`src/rtl/pls_pkg.sv`:
```
// pls_pkg: shared constants, operation codes, status codes and the
// request plan struct for the positional list store. No dependencies.
`timescale 1ns / 1ps

package pls_pkg;

    localparam int DEPTH = 32;
    localparam int AW    = $clog2(DEPTH);
    localparam int CW    = 6;
    localparam int VW    = 32;

    localparam logic [2:0] F_INS_FRONT = 3'd0;
    localparam logic [2:0] F_INS_BACK  = 3'd1;
    localparam logic [2:0] F_INS_AT    = 3'd2;
    localparam logic [2:0] F_DEL_FRONT = 3'd3;
    localparam logic [2:0] F_DEL_BACK  = 3'd4;
    localparam logic [2:0] F_DEL_AT    = 3'd5;
    localparam logic [2:0] F_DUMP      = 3'd6;

    localparam logic [1:0] ST_OK     = 2'd0;
    localparam logic [1:0] ST_EMPTY  = 2'd1;
    localparam logic [1:0] ST_BADPOS = 2'd2;
    localparam logic [1:0] ST_FULL   = 2'd3;

    typedef enum logic [1:0] {
        OP_NONE,
        OP_INS,
        OP_DEL,
        OP_DUMP
    } t_op;

    typedef struct packed {
        t_op           op;
        logic [1:0]    status;
        logic [CW-1:0] pos;
    } t_plan;

endpackage

```
`src/rtl/pls_check.sv`:
```
// pls_check: decodes a request against the current entry count into an
// operation kind, target position and status. Depends on pls_pkg.
`timescale 1ns / 1ps

module pls_check (
    input  logic [2:0]            i_func,
    input  logic [pls_pkg::CW-1:0] i_position,
    input  logic [pls_pkg::CW-1:0] i_count,
    output pls_pkg::t_plan        o_plan
);
    import pls_pkg::*;

    logic [CW-1:0] w_ins_pos;
    logic [CW-1:0] w_del_pos;

    always_comb begin
        w_ins_pos = (i_func == F_INS_FRONT) ? '0 :
                    (i_func == F_INS_BACK)  ? i_count : i_position;
        w_del_pos = (i_func == F_DEL_FRONT) ? '0 :
                    (i_func == F_DEL_BACK)  ? CW'(i_count - 1'b1) : i_position;
        o_plan = '{op: OP_NONE, status: ST_OK, pos: '0};
        unique case (i_func) inside
            F_INS_FRONT, F_INS_BACK, F_INS_AT: begin
                o_plan.op  = OP_INS;
                o_plan.pos = w_ins_pos;
                if (w_ins_pos > i_count) begin
                    o_plan.status = ST_BADPOS;
                end else if (i_count >= CW'(DEPTH)) begin
                    o_plan.status = ST_FULL;
                end
            end
            F_DEL_FRONT, F_DEL_BACK, F_DEL_AT: begin
                o_plan.op  = OP_DEL;
                o_plan.pos = w_del_pos;
                if (i_count == '0) begin
                    o_plan.status = ST_EMPTY;
                end else if (w_del_pos >= i_count) begin
                    o_plan.status = ST_BADPOS;
                end
            end
            F_DUMP: begin
                o_plan.op = OP_DUMP;
                if (i_count == '0) begin
                    o_plan.status = ST_EMPTY;
                end
            end
            default: begin
                o_plan.op = OP_NONE;
            end
        endcase
    end

endmodule

```
`src/rtl/positional_list_store_top.sv`:
```
// positional_list_store_top: bounded ordered list held in a single-port
// entry memory with registered read; a small sequencer shifts one entry at a time.
// Depends on pls_pkg and pls_check.
// Insert at p shifts entries p and up one slot up, then writes the value;
// delete at p reads entry p, then shifts later ones down. Errors and an empty
// dump go straight to the result; a dump gives one beat per entry. One request
// at a time: ready only while idle. Reset clears count and control, not entries.
`timescale 1ns / 1ps

module positional_list_store_top (
    input  logic                          i_clk,
    input  logic                          i_rst_n,
    input  logic                          i_valid,
    output logic                          o_ready,
    input  logic [2:0]                    i_func,
    input  logic signed [pls_pkg::VW-1:0] i_value,
    input  logic [pls_pkg::CW-1:0]        i_position,
    output logic                          o_valid,
    input  logic                          i_ready,
    output logic [1:0]                    o_status,
    output logic                          o_has_value,
    output logic signed [pls_pkg::VW-1:0] o_out_value,
    output logic [pls_pkg::CW-1:0]        o_entry_count,
    output logic                          o_last
);
    import pls_pkg::*;

    typedef enum logic [3:0] {
        S_IDLE,
        S_INS_RD,
        S_INS_WR,
        S_INS_PUT,
        S_DEL_RD,
        S_DEL_GET,
        S_DEL_SRD,
        S_DEL_SWR,
        S_DONE,
        S_DMP_RD,
        S_DMP_LD
    } t_state;

    t_state               r_state;
    logic [CW-1:0]        r_count;
    logic [CW-1:0]        r_pos;
    logic [CW-1:0]        r_idx;
    logic signed [VW-1:0] r_value;
    logic [VW-1:0]        r_got;
    logic [1:0]           r_status;
    logic                 r_hv;

    logic                 r_o_valid;
    logic [1:0]           r_o_status;
    logic                 r_o_hv;
    logic [VW-1:0]        r_o_value;
    logic [CW-1:0]        r_o_count;
    logic                 r_o_last;

    logic [VW-1:0]        r_mem [DEPTH];
    logic [VW-1:0]        r_rdata;

    t_plan                w_plan;
    logic                 w_slot;
    logic                 w_we;
    logic                 w_re;
    logic [AW-1:0]        w_waddr;
    logic [AW-1:0]        w_raddr;
    logic [VW-1:0]        w_wdata;
    logic [CW-1:0]        w_idx_dn;
    logic [CW-1:0]        w_idx_up;

    pls_check u_check (
        .i_func     (i_func),
        .i_position (i_position),
        .i_count    (r_count),
        .o_plan     (w_plan)
    );

    assign o_ready       = (r_state == S_IDLE);
    assign o_valid       = r_o_valid;
    assign o_status      = r_o_status;
    assign o_has_value   = r_o_hv;
    assign o_out_value   = r_o_value;
    assign o_entry_count = r_o_count;
    assign o_last        = r_o_last;

    assign w_slot   = !r_o_valid || i_ready;
    assign w_idx_dn = CW'(r_idx - 1'b1);
    assign w_idx_up = CW'(r_idx + 1'b1);

    always_comb begin
        w_re    = 1'b0;
        w_we    = 1'b0;
        w_raddr = '0;
        w_waddr = r_idx[AW-1:0];
        w_wdata = r_rdata;
        unique case (r_state)
            S_INS_RD: begin
                w_re    = 1'b1;
                w_raddr = w_idx_dn[AW-1:0];
            end
            S_INS_WR: begin
                w_we = 1'b1;
            end
            S_INS_PUT: begin
                w_we    = 1'b1;
                w_waddr = r_pos[AW-1:0];
                w_wdata = r_value;
            end
            S_DEL_RD: begin
                w_re    = 1'b1;
                w_raddr = r_pos[AW-1:0];
            end
            S_DEL_SRD: begin
                w_re    = 1'b1;
                w_raddr = w_idx_up[AW-1:0];
            end
            S_DEL_SWR: begin
                w_we = 1'b1;
            end
            S_DMP_RD: begin
                w_re    = 1'b1;
                w_raddr = r_idx[AW-1:0];
            end
            default: begin
                w_re = 1'b0;
            end
        endcase
    end

    always_ff @(posedge i_clk) begin
        if (w_we) begin
            r_mem[w_waddr] <= w_wdata;
        end
        if (w_re) begin
            r_rdata <= r_mem[w_raddr];
        end
    end

    always_ff @(posedge i_clk) begin
        if (!i_rst_n) begin
            r_state   <= S_IDLE;
            r_count   <= '0;
            r_o_valid <= 1'b0;
        end else begin
            if (r_o_valid && i_ready && r_state != S_DONE && r_state != S_DMP_LD) begin
                r_o_valid <= 1'b0;
            end
            unique case (r_state)
                S_IDLE: begin
                    if (i_valid) begin
                        r_value  <= i_value;
                        r_pos    <= w_plan.pos;
                        r_status <= w_plan.status;
                        r_hv     <= 1'b0;
                        r_idx    <= r_count;
                        case (w_plan.op)
                            OP_INS: begin
                                if (w_plan.status != ST_OK) begin
                                    r_state <= S_DONE;
                                end else if (w_plan.pos == r_count) begin
                                    r_state <= S_INS_PUT;
                                end else begin
                                    r_state <= S_INS_RD;
                                end
                            end
                            OP_DEL: begin
                                r_state <= (w_plan.status == ST_OK) ? S_DEL_RD : S_DONE;
                            end
                            OP_DUMP: begin
                                r_idx   <= '0;
                                r_state <= (w_plan.status == ST_OK) ? S_DMP_RD : S_DONE;
                            end
                            default: begin
                                r_state <= S_IDLE;
                            end
                        endcase
                    end
                end
                S_INS_RD: begin
                    r_state <= S_INS_WR;
                end
                S_INS_WR: begin
                    r_idx   <= w_idx_dn;
                    r_state <= (w_idx_dn == r_pos) ? S_INS_PUT : S_INS_RD;
                end
                S_INS_PUT: begin
                    r_count <= CW'(r_count + 1'b1);
                    r_state <= S_DONE;
                end
                S_DEL_RD: begin
                    r_state <= S_DEL_GET;
                end
                S_DEL_GET: begin
                    r_got <= r_rdata;
                    r_hv  <= 1'b1;
                    r_idx <= r_pos;
                    if (CW'(r_pos + 1'b1) < r_count) begin
                        r_state <= S_DEL_SRD;
                    end else begin
                        r_count <= CW'(r_count - 1'b1);
                        r_state <= S_DONE;
                    end
                end
                S_DEL_SRD: begin
                    r_state <= S_DEL_SWR;
                end
                S_DEL_SWR: begin
                    r_idx <= w_idx_up;
                    if (CW'(r_idx + 2'd2) < r_count) begin
                        r_state <= S_DEL_SRD;
                    end else begin
                        r_count <= CW'(r_count - 1'b1);
                        r_state <= S_DONE;
                    end
                end
                S_DONE: begin
                    if (w_slot) begin
                        r_o_valid  <= 1'b1;
                        r_o_status <= r_status;
                        r_o_hv     <= r_hv;
                        r_o_value  <= r_hv ? r_got : '0;
                        r_o_count  <= r_count;
                        r_o_last   <= 1'b1;
                        r_state    <= S_IDLE;
                    end
                end
                S_DMP_RD: begin
                    r_state <= S_DMP_LD;
                end
                S_DMP_LD: begin
                    if (w_slot) begin
                        r_o_valid  <= 1'b1;
                        r_o_status <= ST_OK;
                        r_o_hv     <= 1'b1;
                        r_o_value  <= r_rdata;
                        r_o_count  <= r_count;
                        r_o_last   <= (w_idx_up == r_count);
                        r_idx      <= w_idx_up;
                        r_state    <= (w_idx_up == r_count) ? S_IDLE : S_DMP_RD;
                    end
                end
                default: begin
                    r_state <= S_IDLE;
                end
            endcase
        end
    end

    a_count_bound: assert property (@(posedge i_clk) disable iff (!i_rst_n)
        r_count <= CW'(DEPTH))
        else $error("entry count above depth");

    a_count_step: assert property (@(posedge i_clk) disable iff (!i_rst_n)
        $past(i_rst_n) |-> (r_count == $past(r_count) ||
                            r_count == CW'($past(r_count) + 1'b1) ||
                            r_count == CW'($past(r_count) - 1'b1)))
        else $error("entry count moved by more than one");

    a_err_no_value: assert property (@(posedge i_clk) disable iff (!i_rst_n)
        (o_valid && o_status != ST_OK) |-> (!o_has_value && o_out_value == '0))
        else $error("error beat carries a value");

    a_no_mem_conflict: assert property (@(posedge i_clk) disable iff (!i_rst_n)
        !(w_we && w_re))
        else $error("memory read and write in the same cycle");

    a_idle_no_access: assert property (@(posedge i_clk) disable iff (!i_rst_n)
        (r_state == S_IDLE || r_state == S_DONE) |-> (!w_we && !w_re))
        else $error("memory access while not shifting");

endmodule
```
`config.mk`:
```
export PLATFORM = sky130hd
export DESIGN_NAME = positional_list_store_top
export DESIGN_NICKNAME = d
export VERILOG_FILES = /design/src/rtl/pls_pkg.sv /design/src/rtl/pls_check.sv /design/src/rtl/positional_list_store_top.sv
export SDC_FILE = /design/constraint.sdc
export NUM_CORES = 2
export LEC_CHECK = 0
export ABC_CLOCK_PERIOD_IN_PS = 4520
export BUFFER_PORTS_ARGS = -buffer_cell sky130_fd_sc_hd__buf_2
export CELL_PAD_IN_SITES_DETAIL_PLACEMENT = 0
export CELL_PAD_IN_SITES_GLOBAL_PLACEMENT = 2
export CORE_MARGIN = 1
export CORE_UTILIZATION = 46
export DETAILED_ROUTE_END_ITERATION = 7
export PLACE_DENSITY_LB_ADDON = 0.1
export SYNTH_ARGS = -nofsm -noshare
export SYNTH_HDL_FRONTEND = slang
export SYNTH_SLANG_ARGS = --single-unit
export TNS_END_PERCENT = 100
```
`constraint.sdc`:
```
create_clock -name i_clk -period 4.52 [get_ports i_clk]
set_input_delay 0.678 -clock i_clk [delete_from_list [all_inputs] [get_ports i_clk]]
set_output_delay 0.678 -clock i_clk [all_outputs]
set_load 0.1 [all_outputs]
```
# == Yosys cells after proc, flatten, opt, wreduce, memory -nomap -nowiden ==
# Memories as Yosys holds them, arrays and structs flattened. A register that Yosys moved wholly into a read port is not among the register bits.
# Index checks and enable logic that the tools add are counted.
# classes
n_addsub,6
n_lt_le_gt_ge,5
eq_ne,29
n_mux,56
n_reduce_logical,27
# ops
op,count
2-to-1 mux 32 bit,4
case mux 32 bit (2 select lines),1
2-to-1 mux 6 bit,9
case mux 4 bit (11 select lines),1
2-to-1 mux 4 bit,8
case mux 6 bit (5 select lines),1
case mux 5 bit (4 select lines),1
"adder 6 x 1 -> 6 bit, second input constant",3
== test 6 bit,3
case mux 6 bit (3 select lines),1
"== test 4 x 3 -> 1 bit, second input constant",4
2-to-1 mux 2 bit,8
AND reduction 3 bit,5
2-to-1 mux 1 bit,13
"== test 4 bit, second input constant",3
less-than comparator 6 bit,2
case mux 2 bit (3 select lines),2
case mux 4 bit (3 select lines),1
case mux 6 bit (2 select lines),1
"subtractor 6 x 1 -> 6 bit, second input constant",2
"inequality test 2 bit, second input constant",5
"== test 3 bit, second input constant",3
OR reduction 3 bit,3
"== test 4 x 2 -> 1 bit, second input constant",2
27 further kinds,37
# totals
regBits,132
ramBits,1024
input_bits,45
out_inout_bits,44
wordCells,138
mem_count,1
# mem_list
name,words,width,read_ports,rd_ports_with_merged_regs,write_ports,line_no,source
r_mem,32,32,1,1,1,positional_list_store_top.sv:58,logic [VW-1:0] r_mem [DEPTH];

# == Depth between registers and ports, before layout ==
# logic_depth
word_depth,12
ltp_mapped,14
ltp_nobuf,13

# == Modules after synthesis ==
# Synthesis repeated with hierarchy kept, for this count alone.
# hier_totals
hier_cells,3776
area_unflattened_um2,50739.9
# modules_own_cells
mod,n_inst,cells_each,area_each_um2,seq_area_each_um2
positional_list_store_top,1,3646,49850.3,35564.1
pls_check,1,130,889.6,0.0

# == Least setup slack after synthesis ==
# No wires, ideal clock.
# synth_timing
path_kind,reg2reg
startpoint,reg r_state[0]
endpoint,reg r_hv (enable)
setup_ns,0.293
arrival_ns,4.648
t_required_ns,4.227
setup_slack_ns,-0.422
stages_incl_launch_ff,7
n_path_buf,2
synth_period_minus_slack_ns,4.942
path_cell_list,dfxtp_1 > buf_2 > or2_2 > clkbuf_1 > nor3_1 > and3_1 > or2_2
# synth_via
elab_chain_cells,3
word_cells_on_any_way,5
cone_classes,2 x eq/ne; 3 x reduce/logical
# synth_lines
element,line_no,source
"start, declared",positional_list_store_top.sv:42,t_state r_state;
"start signal, assigned",positional_list_store_top.sv:167,r_state <= (w_plan.status == ST_OK) ? S_DEL_RD : S_DONE;
"start signal, assigned",positional_list_store_top.sv:171,r_state <= (w_plan.status == ST_OK) ? S_DMP_RD : S_DONE;
"start signal, assigned",positional_list_store_top.sv:184,r_state <= (w_idx_dn == r_pos) ? S_INS_PUT : S_INS_RD;
logical NOT 4 bit *,n/a,
net o_ready,positional_list_store_top.sv:14,"output logic o_ready,"
inequality test 2 bit (no line) / nonzero test 2 bit (equally long branches),n/a,
AND reduction 3 bit (no line) *,n/a,
"end signal, assigned",positional_list_store_top.sv:154,r_hv <= 1'b0;
"end signal, assigned",positional_list_store_top.sv:195,r_hv <= 1'b1;
"end, declared",positional_list_store_top.sv:49,logic r_hv;
# Mark *: on every way through the listed nets, which the timed path passes. The rest lies on a longest branch.
# A chain may end at the register's enable or synchronous reset.

# == Worst setup path in the final report ==
# layout_timing
startpoint,reg r_idx[0]
endpoint,"reg r_rdata[3] (read register of r_mem), data pin"
# layout_via
elab_chain_cells,2
word_cells_on_any_way,3
cone_classes,2 x add/sub; 1 x mux
# layout_lines
element,line_no,source
"start, declared",positional_list_store_top.sv:45,logic [CW-1:0] r_idx;
"start signal, assigned",positional_list_store_top.sv:155,r_idx <= r_count;
"start signal, assigned",positional_list_store_top.sv:183,r_idx <= w_idx_dn;
"start signal, assigned",positional_list_store_top.sv:196,r_idx <= r_pos;
adder 6 x 1 -> 6 bit / subtractor 6 x 1 -> 6 bit (equally long branches),"positional_list_store_top.sv:88, positional_list_store_top.sv:87",
case mux 5 bit (4 select lines) *,positional_list_store_top.sv:96,unique case (r_state)
"end, declared",positional_list_store_top.sv:59,logic [VW-1:0] r_rdata;
# Mark *: on every way between the ends. The rest lies on a longest branch, timed or not.

==> impl_metrics.toml <==
[sta]
clock.fmax_mhz = 244.7
tightestPinTransition_ps = 1155
drv_slew = 0
relSlewSlack = 0.2300
finalSetupViolations = 0
rsz0062_at_grt = "no"
worst_slack_ps = 433.0
fin_crit_ps = 4087
setup_total_negative_slack_ps = 0
finalCritPeriodShare = 0.9042
hold_violations = 0
fin_skew_ps = 26.70

[clocking]
cts.path.max_buffers = 3
cts_sinks = 1188
tritoncts = "done"
path_clk_slew_ps = 60
hold_buffers = 0
cts-root-buf = "clkbuf_16"
cts_buffers = 120
post-cts-setup-buffers = 0
clk_latency_ps = 710
ctsResizeCount = 0
htreeDepth = 3

[worst_hold_path]
min_from = "i_value[17]"
hold_depth = 1
hold_class = "input port to flip-flop"
holdPathEnd = "r_value[17]"

[drt]
routed_wl_um = 146800
drt_iter0_drc = 3698
via_per_inst = 6.201
vias = 29720
first_pass_iters = 6
postRouteAntennaNets = 0
drc = 0
wl_per_cell_um = 30.62

[cells_and_area]
finish.instance_area_um2 = 54770
drive_gt1_frac = 0.1606
area_growth_pct = 14.42
nNetsFinal = 3399
n_fill_cell = 8320
finish.utilization = 0.5345
multiInputGateArea_um2 = 11610
seqCellArea_um2 = 35560

[place]
place_ws_ps = 436.0
numPortBuffers = 88
dpl_cell_area_um2 = 50860
hpwl_um = 84990
globalplace.congestion = 0.8255

[grt]
antenna_found_initial = 6
grt.total_usage = 0.2752
grt_pass1_vias = 28440
grt_overflow = 0
grt_max_degree = 81
grt_pass1_wl_um = 207400

[yosys]
synthTopCellsByArea = "edfxtp_1 74%, a21oi_1 4.0%, a22oi_1 3.9%"
ys_seq_area_frac = 0.7430
yosysMostFrequentCell = "edfxtp_1"
syn_inst = 3210
yosysTopAreaCellShare = 0.7384
synthFlopType = "edfxtp_1"
synth_edf_count = 1177
ys_seq_elements = 1188
async_flop_share = 0
synth_area_um2 = 47870
syn_avg_cell_area_um2 = 14.91
yosysWarnings = 0
yosysTopAreaCell = "edfxtp_1"
synthTopCellsByCount = "1177 x edfxtp_1, 450 x nand2_1, 383 x a21oi_1, 251 x a22oi_1, 132 x clkbuf_1"
syn-num-nets = 3287
synth.distinct_cells = 70

[die]
die_y_um = 324.6
die_w_um = 324.6
core.rowCount = 117
start_util = 0.4671
pin_count = 89
die-area_um2 = 105400
coreArea_um2 = 102500

[worst_setup_path]
worst-path-max-fanout = 27
critical_path_required_ps = 4950
crit_path_start_kind = "flip-flop"
critical_path_class = "flip-flop to flip-flop"
r2r_cells = 11
arrival_ps = 4510
critPathLaunch = "r_idx[0]"
r2r_end = "r_rdata[3]"
cp-end-kind = "flip-flop"
ff2ff_setup_slack_ps = 430
r2r-start = "r_idx[0]"

[run]
cap_violations = 0

[power_and_ir_drop]
p_leak_nw = 17.35
vdd_drop_max_uv = 461.4
p_per_area_nw_per_um2 = 522.1

[outcome]
status = "finished, final reports clean"
==> cell usage in the layout, fill, tap and decap left out, drive strengths merged, types with 19 or more instances in the layout <==
master / instances
a211oi: 71
a21oi: 383
a22oi: 252
and3: 68
buf: 220
clkbuf: 149
clkinv: 56
edfxtp: 1177
ha: 32
inv: 19
mux2: 32
mux4: 60
nand2: 450
nand3: 20
nand4: 36
nor2: 74
nor3: 21
nor4: 36
o21ai: 70
xnor2: 23
==> power breakdown <==
group	internal, mW	total (mW)	leakage, nW	switching (mW)
clock network	5.76	9.90	1.92	4.14
registers	13.0	13.4	10.7	0.402
logic	1.55	5.26	4.73	3.71
==> worst max-delay path by stage <==
stage                             end  slack, ps  cells after the start
after floorplan           o_has_value        350                      4
after global placement     r_rdata[3]        520                     11
after detailed placement   r_rdata[3]        440                     11
after CTS                  r_rdata[3]        420                     11
after global routing       r_rdata[3]        220                     11
final                      r_rdata[3]        430                     11
==> sequential cells by signal, indices dropped and copies added, names as in the netlist, 32 cells and up <==
name / count
r_mem: 1024
r_value: 32
o_out_value: 32
r_rdata: 32
r_got: 32
==> metal layers <==
layer | track usage | share of wire
met1 | 0.3954 | 0.42
met2 | 0.4347 | 0.47
met3 | 0.04928 | 0.086
met4 | 0.07065 | 0.025
met5 | 0 | 0
==> layout make-up <==
| type | instances | share of cell area |
|---|---|---|
| antenna | 1 | 0.00004569 |
| clock buffer | 149 | 0.05798 |
| clock inverter | 75 | 0.01343 |
| inverter | 17 | 0.001165 |
| multi-input combinational | 1775 | 0.2120 |
| sequential | 1188 | 0.6493 |
| tap | 1368 | 0.03125 |
| timing repair buffer | 220 | 0.03482 |
==> stage by stage <==
| step | hold WS [ps] | instances | power, mW |
|---|---|---|---|
| finish | 140.2 | 4793 | 28.60 |
| global route | 105.2 | 4792 | 29.54 |
| CTS | 91.31 | 4792 | 28.73 |
| detailed placement | 493.4 | 4568 | 18.89 |
| global placement | 499.5 | 4568 | 18.80 |
| floorplan | 406.4 | 3210 | 16.84 |
==> kinds of logic (layout without fill, tap and decap cells) <==
group,count (synthesis),in the layout,share of synthesized area
DFF,1188,1188,0.7430
AOI/OAI and AO/OA,844,844,0.1099
and+or+nand+nor,764,764,0.07256
buffers and inverters,247,461,0.02243
muxes,98,98,0.03701
xor gates and xnor gates,37,37,0.006770
adders and majority gates,32,32,0.008364
other,0,1,0
==> critical path: stages, from the launching register on <==
cell      delay (ps)
edfxtp_1         570
inv_1            170
ha_1             430
or3b_1           370
a211oi_1         620
nor2_4           320
nand3_1          160
buf_4            180
nor2_4           130
buf_12           220
a22oi_1          420
nand4_1          180
Note: power is estimated with default switching activity, not from simulation.
